File: src/rtl/downmix_linear_resampler_core_macros.svh
// Assertion macros shared by the downmix linear resampler RTL.
`ifndef DOWNMIX_LINEAR_RESAMPLER_CORE_MACROS_SVH
`define DOWNMIX_LINEAR_RESAMPLER_CORE_MACROS_SVH
`ifndef SYNTHESIS
// Same-cycle implication, disabled during reset.
`define DLR_ASSERT_IMPL(label, clk, rst, ante, cons) \
   label: assert property (@(posedge clk) disable iff (rst) (ante) |-> (cons)) \
      else $error("dlr assertion failed");
// Next-cycle implication, disabled during reset.
`define DLR_ASSERT_NEXT(label, clk, rst, ante, cons) \
   label: assert property (@(posedge clk) disable iff (rst) (ante) |=> (cons)) \
      else $error("dlr assertion failed");
`else
`define DLR_ASSERT_IMPL(label, clk, rst, ante, cons)
`define DLR_ASSERT_NEXT(label, clk, rst, ante, cons)
`endif
`endif

File: src/rtl/dlr_pkg.sv
// Shared types, constants and tables of the downmix linear resampler.
package dlr_pkg;

   localparam int MAX_CHANNELS = 8;
   localparam int SAMPLE_BITS  = 16;

   localparam int InChannels = 8;
   localparam int ChanLimit  = (MAX_CHANNELS < InChannels) ? MAX_CHANNELS : InChannels;

   localparam int ReqDataBits = ((InChannels * SAMPLE_BITS + 7) / 8) * 8;
   localparam int RspDataBits = ((SAMPLE_BITS + 7) / 8) * 8;

   localparam int CountBits = 4;
   localparam int StepBits  = 20;
   localparam int PosBits   = 21;
   localparam int FracBits  = 16;

   // Q5.16 position and Q4.16 step constants
   localparam logic [PosBits-1:0]  OneQ16  = 21'd65536;
   localparam logic [PosBits-1:0]  TwoQ16  = 21'd131072;
   localparam logic [StepBits-1:0] StepMin = 20'd32768;
   localparam logic [StepBits-1:0] StepMax = 20'd786432;

   // register indexes of the configuration port
   localparam int CsrIdxBits = 1;
   localparam logic [CsrIdxBits-1:0] CsrChannelCount = 1'b0;
   localparam logic [CsrIdxBits-1:0] CsrPhaseStep    = 1'b1;

   // downmix: sum of up to eight channels, divided through a reciprocal
   localparam int SumBits   = SAMPLE_BITS + 3;
   localparam int RecipK    = SumBits + 3;
   localparam int RecipBits = RecipK + 1;
   localparam int ProdBits  = SumBits + RecipBits;

   localparam longint unsigned RecipOne = 64'd1 << RecipK;
   localparam logic [RecipBits-1:0] Recip1 = RecipBits'(RecipOne);
   localparam logic [RecipBits-1:0] Recip2 = RecipBits'((RecipOne + 1) / 2);
   localparam logic [RecipBits-1:0] Recip3 = RecipBits'((RecipOne + 2) / 3);
   localparam logic [RecipBits-1:0] Recip4 = RecipBits'((RecipOne + 3) / 4);
   localparam logic [RecipBits-1:0] Recip5 = RecipBits'((RecipOne + 4) / 5);
   localparam logic [RecipBits-1:0] Recip6 = RecipBits'((RecipOne + 5) / 6);
   localparam logic [RecipBits-1:0] Recip7 = RecipBits'((RecipOne + 6) / 7);
   localparam logic [RecipBits-1:0] Recip8 = RecipBits'((RecipOne + 7) / 8);

   localparam int QueueDepth   = 4;
   localparam int QueueIdxBits = 2;
   localparam int QueueCntBits = 3;

   typedef struct packed {
      logic [CountBits-1:0] channel_count;
      logic [StepBits-1:0]  phase_step;
   } cfg_type;

   typedef struct packed {
      logic signed [SAMPLE_BITS-1:0] mono;
      logic                          last;
   } mono_item_type;

   // ceil(2^RecipK / n), exact floor quotient for every sum magnitude
   function automatic logic [RecipBits-1:0] recip_q(input logic [CountBits-1:0] n);
      logic [RecipBits-1:0] r;
      unique case (n)
         4'd2:    r = Recip2;
         4'd3:    r = Recip3;
         4'd4:    r = Recip4;
         4'd5:    r = Recip5;
         4'd6:    r = Recip6;
         4'd7:    r = Recip7;
         4'd8:    r = Recip8;
         default: r = Recip1;
      endcase
      return r;
   endfunction

endpackage

File: src/rtl/dlr_front.sv
// Front end: accepts frames, downmixes them to mono and pushes them to the queue.
module dlr_front import dlr_pkg::*; (
   input  logic                   clock,
   input  logic                   reset,
   input  cfg_type                cfg,
   input  logic                   req_tvalid,
   output logic                   req_tready,
   input  logic [ReqDataBits-1:0] req_tdata,
   input  logic                   req_tlast,
   output logic                   push_valid,
   output mono_item_type          push_item,
   input  logic                   queue_full
);

   localparam int Sb = SAMPLE_BITS;

   logic                 s0_valid_ff, s0_valid_in;
   logic signed [Sb-1:0] s0_chan_ff [InChannels];
   logic signed [Sb-1:0] s0_chan_in [InChannels];
   logic [CountBits-1:0] s0_count_ff, s0_count_in;
   logic                 s0_last_ff;

   logic                      s1_valid_ff, s1_valid_in;
   logic signed [SumBits-1:0] s1_sum_ff, s1_sum_in;
   logic [CountBits-1:0]      s1_count_ff;
   logic                      s1_last_ff;

   logic                s2_valid_ff, s2_valid_in;
   logic [ProdBits-1:0] s2_prod_ff, s2_prod_in;
   logic                s2_neg_ff, s2_neg_in;
   logic                s2_last_ff;

   logic                 advance;
   logic [SumBits-1:0]   mag;
   logic [SumBits-1:0]   mag_round;
   logic [Sb-1:0]        quot;

   // the whole pipeline holds while its last stage cannot push
   assign advance    = !s2_valid_ff || !queue_full;
   assign req_tready = advance;

   always_comb begin
      if (cfg.channel_count == '0) begin
         s0_count_in = CountBits'(1);
      end else if (cfg.channel_count > CountBits'(ChanLimit)) begin
         s0_count_in = CountBits'(ChanLimit);
      end else begin
         s0_count_in = cfg.channel_count;
      end
      for (int c = 0; c < InChannels; c++) begin
         if (CountBits'(c) < s0_count_in) begin
            s0_chan_in[c] = $signed(req_tdata[c*Sb +: Sb]);
         end else begin
            s0_chan_in[c] = '0;
         end
      end
   end

   always_comb begin
      s1_sum_in = '0;
      for (int c = 0; c < InChannels; c++) begin
         s1_sum_in = s1_sum_in + SumBits'(s0_chan_ff[c]);
      end
   end

   always_comb begin
      s2_neg_in  = s1_sum_ff[SumBits-1];
      mag        = s2_neg_in ? SumBits'(-s1_sum_ff) : SumBits'(s1_sum_ff);
      mag_round  = mag + SumBits'(s1_count_ff >> 1);
      s2_prod_in = ProdBits'(mag_round) * ProdBits'(recip_q(s1_count_ff));
   end

   assign quot = s2_prod_ff[RecipK +: Sb];

   assign s0_valid_in = advance ? req_tvalid  : s0_valid_ff;
   assign s1_valid_in = advance ? s0_valid_ff : s1_valid_ff;
   assign s2_valid_in = advance ? s1_valid_ff : s2_valid_ff;

   assign push_valid     = s2_valid_ff && !queue_full;
   assign push_item.mono = s2_neg_ff ? $signed(-quot) : $signed(quot);
   assign push_item.last = s2_last_ff;

   always_ff @(posedge clock) begin
      if (reset) begin
         s0_valid_ff <= 1'b0;
         s1_valid_ff <= 1'b0;
         s2_valid_ff <= 1'b0;
      end else begin
         s0_valid_ff <= s0_valid_in;
         s1_valid_ff <= s1_valid_in;
         s2_valid_ff <= s2_valid_in;
      end
   end

   always_ff @(posedge clock) begin
      if (advance) begin
         s0_chan_ff  <= s0_chan_in;
         s0_count_ff <= s0_count_in;
         s0_last_ff  <= req_tlast;
         s1_sum_ff   <= s1_sum_in;
         s1_count_ff <= s0_count_ff;
         s1_last_ff  <= s0_last_ff;
         s2_prod_ff  <= s2_prod_in;
         s2_neg_ff   <= s2_neg_in;
         s2_last_ff  <= s1_last_ff;
      end
   end

endmodule

File: src/rtl/dlr_queue.sv
// Short queue of mono samples between the front and back ends.
module dlr_queue import dlr_pkg::*; (
   input  logic          clock,
   input  logic          reset,
   input  logic          push_valid,
   input  mono_item_type push_item,
   output logic          full,
   input  logic          pop,
   output logic          not_empty,
   output mono_item_type head_item
);

`include "downmix_linear_resampler_core_macros.svh"

   mono_item_type            entry_ff [QueueDepth];
   logic [QueueIdxBits-1:0]  wr_ptr_ff, wr_ptr_in;
   logic [QueueIdxBits-1:0]  rd_ptr_ff, rd_ptr_in;
   logic [QueueCntBits-1:0]  cnt_ff, cnt_in;
   logic                     do_push;
   logic                     do_pop;

   assign full      = (cnt_ff == QueueCntBits'(QueueDepth));
   assign not_empty = (cnt_ff != '0);
   assign head_item = entry_ff[rd_ptr_ff];
   assign do_push   = push_valid && !full;
   assign do_pop    = pop && not_empty;

   always_comb begin
      wr_ptr_in = do_push ? wr_ptr_ff + 1'b1 : wr_ptr_ff;
      rd_ptr_in = do_pop  ? rd_ptr_ff + 1'b1 : rd_ptr_ff;
      cnt_in    = cnt_ff;
      if (do_push && !do_pop) begin
         cnt_in = cnt_ff + 1'b1;
      end else if (do_pop && !do_push) begin
         cnt_in = cnt_ff - 1'b1;
      end
   end

   always_ff @(posedge clock) begin
      if (reset) begin
         wr_ptr_ff <= '0;
         rd_ptr_ff <= '0;
         cnt_ff    <= '0;
      end else begin
         wr_ptr_ff <= wr_ptr_in;
         rd_ptr_ff <= rd_ptr_in;
         cnt_ff    <= cnt_in;
      end
   end

   always_ff @(posedge clock) begin
      if (do_push) begin
         entry_ff[wr_ptr_ff] <= push_item;
      end
   end

   `DLR_ASSERT_IMPL(a_push_not_full, clock, reset, push_valid, !full)
   `DLR_ASSERT_IMPL(a_pop_not_empty, clock, reset, pop, not_empty)
   `DLR_ASSERT_NEXT(a_fill_tracks, clock, reset, do_push && !do_pop, cnt_ff == $past(cnt_ff) + 1'b1)

endmodule

File: src/rtl/dlr_back.sv
// Back end: interpolates between mono samples and drives the output register.
module dlr_back import dlr_pkg::*; (
   input  logic                   clock,
   input  logic                   reset,
   input  cfg_type                cfg,
   input  logic                   item_valid,
   input  mono_item_type          item,
   output logic                   item_pop,
   output logic                   rsp_tvalid,
   input  logic                   rsp_tready,
   output logic [RspDataBits-1:0] rsp_tdata,
   output logic                   rsp_tlast
);

`include "downmix_linear_resampler_core_macros.svh"

   localparam int Sb      = SAMPLE_BITS;
   localparam int AccBits = Sb + 18;

   localparam logic [1:0] BackIdle  = 2'd0;
   localparam logic [1:0] BackCheck = 2'd1;
   localparam logic [1:0] BackMul   = 2'd2;
   localparam logic [1:0] BackEmit  = 2'd3;

   logic [1:0]           state_ff, state_in;
   logic signed [Sb-1:0] prior_ff, prior_in;
   logic [PosBits-1:0]   next_pos_ff, next_pos_in;
   logic                 started_ff, started_in;
   logic                 rsp_valid_ff, rsp_valid_in;

   logic [PosBits-1:0]   pos_ff, pos_in;
   logic signed [Sb-1:0] a_ff, a_in;
   logic signed [Sb-1:0] b_ff, b_in;
   logic signed [Sb-1:0] cur_ff, cur_in;
   logic                 last_ff, last_in;
   logic                 seg2_ff, seg2_in;
   logic [AccBits-1:0]   prod_ff, prod_in;
   logic [Sb-1:0]        rsp_data_ff, rsp_data_in;
   logic                 rsp_last_ff, rsp_last_in;

   logic [StepBits-1:0]    step;
   logic [PosBits-1:0]     npos;
   logic signed [Sb:0]     diff;
   logic signed [FracBits:0] frac;
   logic signed [AccBits-1:0] mul;
   logic [AccBits-1:0]     acc;
   logic                   done;
   logic                   emit_go;

   always_comb begin
      if (cfg.phase_step < StepMin) begin
         step = StepMin;
      end else if (cfg.phase_step > StepMax) begin
         step = StepMax;
      end else begin
         step = cfg.phase_step;
      end
   end

   assign npos = pos_ff + PosBits'(step);
   assign diff = $signed({b_ff[Sb-1], b_ff}) - $signed({a_ff[Sb-1], a_ff});
   assign frac = $signed({1'b0, pos_ff[FracBits-1:0]});
   assign mul  = diff * frac;
   // a * 65536 + product, rounded half up
   assign acc  = {{2{a_ff[Sb-1]}}, a_ff, 16'h0000} + prod_ff + AccBits'(32768);
   // flag the final output of a last frame
   assign done = seg2_ff ? (npos >= OneQ16) : (last_ff && (npos >= TwoQ16));
   assign emit_go = (state_ff == BackEmit) && (!rsp_valid_ff || rsp_tready);

   always_comb begin
      state_in     = state_ff;
      prior_in     = prior_ff;
      next_pos_in  = next_pos_ff;
      started_in   = started_ff;
      pos_in       = pos_ff;
      a_in         = a_ff;
      b_in         = b_ff;
      cur_in       = cur_ff;
      last_in      = last_ff;
      seg2_in      = seg2_ff;
      prod_in      = prod_ff;
      rsp_data_in  = rsp_data_ff;
      rsp_last_in  = rsp_last_ff;
      rsp_valid_in = rsp_valid_ff && !rsp_tready;
      item_pop     = 1'b0;
      unique case (state_ff)
         BackIdle: begin
            if (item_valid) begin
               item_pop = 1'b1;
               cur_in   = item.mono;
               last_in  = item.last;
               if (started_ff) begin
                  a_in     = prior_ff;
                  b_in     = item.mono;
                  pos_in   = next_pos_ff;
                  seg2_in  = 1'b0;
                  state_in = BackCheck;
               end else if (item.last) begin
                  a_in     = item.mono;
                  b_in     = item.mono;
                  pos_in   = '0;
                  seg2_in  = 1'b1;
                  state_in = BackCheck;
               end else begin
                  prior_in    = item.mono;
                  next_pos_in = '0;
                  started_in  = 1'b1;
               end
            end
         end
         BackCheck: begin
            if (pos_ff < OneQ16) begin
               state_in = BackMul;
            end else if (!seg2_ff) begin
               if (last_ff) begin
                  // hold the final sample for the rest of the packet
                  pos_in  = pos_ff - OneQ16;
                  a_in    = cur_ff;
                  b_in    = cur_ff;
                  seg2_in = 1'b1;
               end else begin
                  prior_in    = cur_ff;
                  next_pos_in = pos_ff - OneQ16;
                  started_in  = 1'b1;
                  state_in    = BackIdle;
               end
            end else begin
               prior_in    = '0;
               next_pos_in = '0;
               started_in  = 1'b0;
               state_in    = BackIdle;
            end
         end
         BackMul: begin
            prod_in  = AccBits'(mul);
            state_in = BackEmit;
         end
         BackEmit: begin
            if (emit_go) begin
               rsp_valid_in = 1'b1;
               rsp_data_in  = acc[Sb+15:16];
               rsp_last_in  = done;
               pos_in       = npos;
               state_in     = BackCheck;
            end
         end
         default: state_in = BackIdle;
      endcase
   end

   always_ff @(posedge clock) begin
      if (reset) begin
         state_ff     <= BackIdle;
         prior_ff     <= '0;
         next_pos_ff  <= '0;
         started_ff   <= 1'b0;
         rsp_valid_ff <= 1'b0;
      end else begin
         state_ff     <= state_in;
         prior_ff     <= prior_in;
         next_pos_ff  <= next_pos_in;
         started_ff   <= started_in;
         rsp_valid_ff <= rsp_valid_in;
      end
   end

   always_ff @(posedge clock) begin
      pos_ff      <= pos_in;
      a_ff        <= a_in;
      b_ff        <= b_in;
      cur_ff      <= cur_in;
      last_ff     <= last_in;
      seg2_ff     <= seg2_in;
      prod_ff     <= prod_in;
      rsp_data_ff <= rsp_data_in;
      rsp_last_ff <= rsp_last_in;
   end

   assign rsp_tvalid = rsp_valid_ff;
   assign rsp_tdata  = RspDataBits'(rsp_data_ff);
   assign rsp_tlast  = rsp_last_ff;

   `DLR_ASSERT_IMPL(a_idle_clean, clock, reset, !started_ff, {next_pos_ff, prior_ff} == '0)
   `DLR_ASSERT_IMPL(a_phase_bounded, clock, reset, started_ff, next_pos_ff < PosBits'(StepMax))
   `DLR_ASSERT_NEXT(a_emit_next, clock, reset, emit_go, rsp_valid_ff && (state_ff == BackCheck))

endmodule

File: src/rtl/downmix_linear_resampler_core.sv
// Top level of the downmix linear resampler: configuration registers and wiring.
// Usage:
//   req_* carries one frame per request: eight Q1.15 channel samples in tdata
//   and the end-of-packet mark in tlast. csr_* writes channel_count (index 0)
//   and phase_step (index 1); csr_ready is always high, writes belong to idle
//   periods. rsp_* delivers mono samples, tlast on the packet's final output
//   sample.
//   The front end is a three-stage downmix pipeline that takes one request per
//   cycle into a four-entry queue unless its last stage waits on a full queue.
//   The back end drains the queue: it picks up a frame while idle, then steps
//   through phase check, multiply, and round and load for each output, and a
//   final phase check closes each interval. It takes the next frame only once
//   the current one is done, and round and load waits while the output
//   register holds a sample not yet taken.
//   A stalled receiver holds the output register; the back end keeps working
//   until its next output, then the queue fills and req_tready drops.
//   Synchronous reset clears the pipeline, queue, packet phase and the
//   registers to one channel and a step of 65536.
module downmix_linear_resampler_core import dlr_pkg::*; (
   input  logic                   clock,
   input  logic                   reset,
   input  logic                   req_tvalid,
   output logic                   req_tready,
   // chan0 [15:0], chan1 [31:16], ... chan7 [127:112]
   input  logic [ReqDataBits-1:0] req_tdata,
   input  logic                   req_tlast,
   output logic                   rsp_tvalid,
   input  logic                   rsp_tready,
   // mono_sample [15:0]
   output logic [RspDataBits-1:0] rsp_tdata,
   output logic                   rsp_tlast,
   input  logic                   csr_valid,
   output logic                   csr_ready,
   input  logic [CsrIdxBits-1:0]  csr_index,
   input  logic [StepBits-1:0]    csr_data
);

   cfg_type       cfg_ff, cfg_in;
   logic          push_valid;
   mono_item_type push_item;
   logic          queue_full;
   logic          item_valid;
   logic          item_pop;
   mono_item_type head_item;

   assign csr_ready = 1'b1;

   always_comb begin
      cfg_in = cfg_ff;
      if (csr_valid && csr_ready) begin
         unique case (csr_index)
            CsrChannelCount: cfg_in.channel_count = csr_data[CountBits-1:0];
            CsrPhaseStep:    cfg_in.phase_step    = csr_data;
         endcase
      end
   end

   always_ff @(posedge clock) begin
      if (reset) begin
         cfg_ff.channel_count <= CountBits'(1);
         cfg_ff.phase_step    <= StepBits'(65536);
      end else begin
         cfg_ff <= cfg_in;
      end
   end

   dlr_front u_front (
      .clock      (clock),
      .reset      (reset),
      .cfg        (cfg_ff),
      .req_tvalid (req_tvalid),
      .req_tready (req_tready),
      .req_tdata  (req_tdata),
      .req_tlast  (req_tlast),
      .push_valid (push_valid),
      .push_item  (push_item),
      .queue_full (queue_full)
   );

   dlr_queue u_queue (
      .clock      (clock),
      .reset      (reset),
      .push_valid (push_valid),
      .push_item  (push_item),
      .full       (queue_full),
      .pop        (item_pop),
      .not_empty  (item_valid),
      .head_item  (head_item)
   );

   dlr_back u_back (
      .clock      (clock),
      .reset      (reset),
      .cfg        (cfg_ff),
      .item_valid (item_valid),
      .item       (head_item),
      .item_pop   (item_pop),
      .rsp_tvalid (rsp_tvalid),
      .rsp_tready (rsp_tready),
      .rsp_tdata  (rsp_tdata),
      .rsp_tlast  (rsp_tlast)
   );

endmodule
File: config.mk
export PLATFORM = sky130hd
export DESIGN_NAME = downmix_linear_resampler_core
export DESIGN_NICKNAME = d
export VERILOG_FILES = /design/src/rtl/dlr_pkg.sv /design/src/rtl/dlr_front.sv /design/src/rtl/dlr_queue.sv /design/src/rtl/dlr_back.sv /design/src/rtl/downmix_linear_resampler_core.sv
export VERILOG_INCLUDE_DIRS = /design/src /design/src/rtl
export SDC_FILE = /design/constraint.sdc
export NUM_CORES = 2
export LEC_CHECK = 0
export ABC_AREA = 1
export BUFFER_PORTS_ARGS = -buffer_cell sky130_fd_sc_hd__buf_4
export CAP_MARGIN = 30
export CORE_MARGIN = 2
export CORE_UTILIZATION = 45
export CTS_CLUSTER_DIAMETER = 100
export DETAILED_ROUTE_END_ITERATION = 7
export GPL_TIMING_DRIVEN = 0
export SLEW_MARGIN = 20
export SYNTH_ARGS = -nofsm -noshare
export SYNTH_HDL_FRONTEND = slang
export SYNTH_HIERARCHICAL = 1
export SYNTH_SLANG_ARGS = --single-unit
File: constraint.sdc
create_clock -name clock -period 7.79 [get_ports clock]
set_input_delay 0.779 -clock clock [delete_from_list [all_inputs] [get_ports clock]]
set_output_delay 0.779 -clock clock [all_outputs]
set_load 0.02 [all_outputs]
==> metrics list <==
- Outcome: finished, violations left
- The checks that failed: setup timing.
- Reported max-cap violation count: 0
- Subtracting the final worst setup slack from the clock period gives 7990 ps.
- Root buffer selected by CTS: sky130_fd_sc_hd__clkbuf_16
- Clock-pin slew was measured on the worst setup and hold paths at 60 ps.
- In this design, the stage delay of the slowest critical-path cell is roughly 570 ps.
- For this run, the register share of the synthesized area comes to 25.9%.
- Non-Filler Instances: around 7000
- Counting both buffers and inverters, the worst setup path holds a total of 12.
- For the pin with the worst max-slew slack, the measured transition is 1000 ps.
- Simple-gate share of the synthesized area: roughly 16%
- The count of nets left with antenna violations once routing finished came out at 0.
- Maximum operating frequency: about 0.13 GHz
* Die footprint: around 0.11 mm2
* Total number of placement rows: between 100 and 150
- Net total in the final layout: ~6700
- After the first detailed-routing iteration, the DRC count stood at ~2300.
- Of the available clock period, the critical path in the final layout requires 103%.
* Slowest cell on the critical path: sky130_fd_sc_hd__fa_1
- Clock sink total: approximately 430
- In the synthesized netlist, the cells that appear most often are sky130_fd_sc_hd__inv_1 (1296), sky130_fd_sc_hd__nand2_1 (800), sky130_fd_sc_hd__nor2_1 (716).
- TritonCTS built the clock tree.
* RSZ-0062 raised after global routing: yes
- Number of warning messages in the yosys log: 6
- Main combinational cell family by area after synthesis: adder cells
- Wire per inst: roughly 19 um
- For this run, global-route usage on met1 was measured as about a third.
- Number of register bits inferred by synthesis: 425
- Die X: 325 um
* Top flip-flop cell by instance count after synthesis: sky130_fd_sc_hd__edfxtp_1
* Via count of the first global-routing pass: between 30000 and 40000
- STA classifies the critical path startpoint as a flip-flop.
- Global router's overall resource usage: 25.8%
* XOR/XNOR share of the synthesized area: roughly 2.3%
* Drt pass-1 iters: 6
- The count of final max-slew check failures came to 0.
- Maximum number of buffers from clock root to sink: 3
- After detailed placement, the total cell area comes to between 0.04 and 0.05 mm2.
- The total area inside the core boundary comes to around 0.10 mm2.
* Number of remaining DRC errors: 0
* RD Place Congestion: ~0.96
- Count of different cell masters after synthesis: between 60 and 70
- Wire length of the first global-routing pass: 208000 um
- Once the floorplan was initialized, standard cells occupied 45.4% of the core.
* Die extent in y: roughly 320 um
- Summed over all layers, the global routing overflow is 0.
- CP Capture Type: flip-flop
- Net Count, Synth: 6396
- roughly 180 I/O pins were placed.
* Total via count in the routed design: around 35000
- After detailed routing, the number of vias per cell comes to around 5.1.
- Type of the most critical hold path: primary input to flip-flop
- The synthesized netlist devotes 6.25% of its cell area to compound gates.
- Number of instances in the synthesized netlist: roughly 5300
- Global routing used around 3.2% of the available met3 tracks.
* Post-synth ARST share: 0%
* Post-synth design cell area: between 0.04 and 0.05 mm2
* Share of cells above drive strength 1: between 10% and 20%
- Number of hold-slack violations in the final timing report: 0
- The number of placed instances, taps included, is 6811.
- Arrival time reported for the critical path endpoint: 8350 ps
- STA puts the critical path data required time at a little over 8000 ps.
* CTS HTree Levels: 2
* Maximum clock skew at final layout: around 46 ps
- Most congested layer reported by global routing: met2
* Initial antenna violation count: 5
- Counting the fill cells in the layout gives ~10000.
* Clock latency of the later-clocked register in the worst-skew pair: approximately 650 ps
* Diodes inserted: 0
- Pre-CTS setup slack: -1610 ps
- Number of buffers created by CTS: approximately 50
* Multiplexer area fraction after synthesis: 0%
- Setup-violating endpoint count in the final report: 2
- In this run the tool buffered the top-level ports with around 160 buffer cells.
- Most frequently used cell type in the post-synthesis netlist: sky130_fd_sc_hd__inv_1
* Dominant cells by area after synthesis: sky130_fd_sc_hd__fa_1 (30%), sky130_fd_sc_hd__edfxtp_1 (23%), sky130_fd_sc_hd__inv_1 (11%), sky130_fd_sc_hd__ha_1 (7.4%), sky130_fd_sc_hd__nand2_1 (6.5%)
* Adder-cell share of the synthesized area: between 30% and 40%
- Count of flip-flops with a built-in enable after synthesis: 348
- Averaged over all synthesized cells, the footprint is between 8 and 9 um2.
- Total detailed-routing wirelength: ~130000 um
- Pin count of the biggest net entering global routing: 50
* Max_slew headroom: 33.2%
* Final non-filler cell area: roughly 0.053 mm2
* Worst path top cell family by delay: adder cells
* Met2 Resource Use GR: about 45%
- Of all nets on the critical path, the largest fanout is 6.
- Kind of critical path: flip-flop to flip-flop
- Worst Slack Setup Final: -203 ps
* Top-area cell type share of the netlist area: 29.9%
- Cell accounting for the most synthesized area: sky130_fd_sc_hd__fa_1
- Synthesis-to-layout area growth: 13.7%
- HPWL reported at the end of detailed placement: roughly 110000 um
-- metal layers --
metal  vias to the layer above  routed length [um]
li1                      16561                   -
met1                     17325               54700
met2                      1090               66100
met3                       222                7730
met4                         0                4710
met5                         -                   0
-- stage by stage --
step | hold WS (ps) | setup TNS (ps) | utilization [%]
after floorplan | 400 | 0 | -
after global placement | 402 | -15200 | 48.3
after detailed placement | 405 | -16680 | 48.5
after CTS | 249 | -293 | 50.9
after global routing | 259 | -2030 | 51.7
final | 299 | -270 | 51.7
-- placed cells by master, fill, tap and decap left out, types with 14 or more instances in the layout --
master | netlist | routed
sky130_fd_sc_hd__o21bai_1 | 19 | 19
sky130_fd_sc_hd__nor2_4 | 4 | 23
sky130_fd_sc_hd__o21ai_0 | 184 | 165
sky130_fd_sc_hd__clkbuf_16 | 0 | 52
sky130_fd_sc_hd__o21ai_2 | 13 | 18
sky130_fd_sc_hd__dfxtp_1 | 77 | 77
sky130_fd_sc_hd__inv_1 | 1296 | 1269
sky130_fd_sc_hd__nand3_1 | 140 | 133
sky130_fd_sc_hd__nand2_2 | 30 | 51
sky130_fd_sc_hd__fa_1 | 692 | 669
sky130_fd_sc_hd__inv_2 | 16 | 41
sky130_fd_sc_hd__fa_2 | 0 | 23
sky130_fd_sc_hd__xor2_1 | 77 | 75
sky130_fd_sc_hd__nand3_2 | 9 | 14
sky130_fd_sc_hd__ha_4 | 0 | 14
sky130_fd_sc_hd__nor2_2 | 15 | 40
sky130_fd_sc_hd__xnor2_1 | 34 | 27
sky130_fd_sc_hd__edfxtp_1 | 348 | 348
sky130_fd_sc_hd__clkbuf_1 | 87 | 97
sky130_fd_sc_hd__nand2_1 | 800 | 766
sky130_fd_sc_hd__a21oi_1 | 171 | 143
sky130_fd_sc_hd__nand4_1 | 25 | 25
sky130_fd_sc_hd__buf_4 | 11 | 224
sky130_fd_sc_hd__nor2_1 | 716 | 672
sky130_fd_sc_hd__o22ai_1 | 29 | 29
sky130_fd_sc_hd__nand3b_1 | 14 | 14
sky130_fd_sc_hd__a21oi_2 | 4 | 28
sky130_fd_sc_hd__ha_1 | 273 | 249
sky130_fd_sc_hd__o21ai_1 | 18 | 29
sky130_fd_sc_hd__buf_6 | 9 | 20
sky130_fd_sc_hd__nand2_4 | 4 | 17
sky130_fd_sc_hd__nor3_1 | 29 | 24
-- state kept, by name, summed over array words and instances, names as in the netlist, 3 cells and up, named ones only --
| signal | flops |
|---|---|
| cfg_ff | 24 |
| u_back/a_ff | 16 |
| u_back/b_ff | 16 |
| u_back/cur_ff | 16 |
| u_back/next_pos_ff | 21 |
| u_back/pos_ff | 21 |
| u_back/prior_ff | 16 |
| u_back/prod_ff | 17 |
| u_back/rsp_tdata | 16 |
| u_front/s0_chan_ff | 128 |
| u_front/s0_count_ff | 4 |
| u_front/s1_count_ff | 4 |
| u_front/s1_sum_ff | 19 |
| u_front/s2_prod_ff | 16 |
| u_queue/cnt_ff | 3 |
| u_queue/entry_ff | 68 |
-- cell families (layout without fill, tap and decap cells) --
family / Yosys count / after routing
simple gates: 1813 / 1813
flops: 425 / 425
xor+xnor: 116 / 116
fa+ha+maj: 965 / 965
compound gates: 505 / 505
other cells: 1 / 1
buf+inv: 1451 / 1776
-- path summary, 6_finish.rpt --
kind | depth (start not counted) | end | startpoint | slack, ps
worst max-delay path | 42 | u_front/s2_prod_ff[37]$_DFFE_PP_ | u_front/s1_sum_ff[0]$_DFFE_PP_ | -200
worst min-delay path | 1 | u_front/s0_chan_ff[124]$_SDFFCE_PP0P_ | req_tdata[12] | 300
worst max register to register | 42 | u_front/s2_prod_ff[37]$_DFFE_PP_ | u_front/s1_sum_ff[0]$_DFFE_PP_ | -200
worst min register to register | 0 | u_front/s1_count_ff[1]$_DFFE_PP_ | u_front/s0_count_ff[1]$_DFFE_PP_ | 410
-- final cells by class --
cell class	count	area (um2)	area share (%)
buffer	124	622	1.18
clock buffer	66	1350	2.57
clock inverter	28	285	0.542
inverter	1327	5020	9.53
multi-input combinational	3400	29800	56.6
sequential	425	12000	22.8
tap	1368	1710	3.25
timing repair buffer	231	1880	3.58
-- what timing repair did --
action	4_1_cts	5_1_grt
hold buffers	0	0
setup buffers	31	33
resized for setup	162	147
pin swaps	51	44
endpoints found under the setup margin	31	33
Power is left out: the tool's default activity adds up to more than one toggle a clock period on the data nets, which glitch-free logic cannot reach.
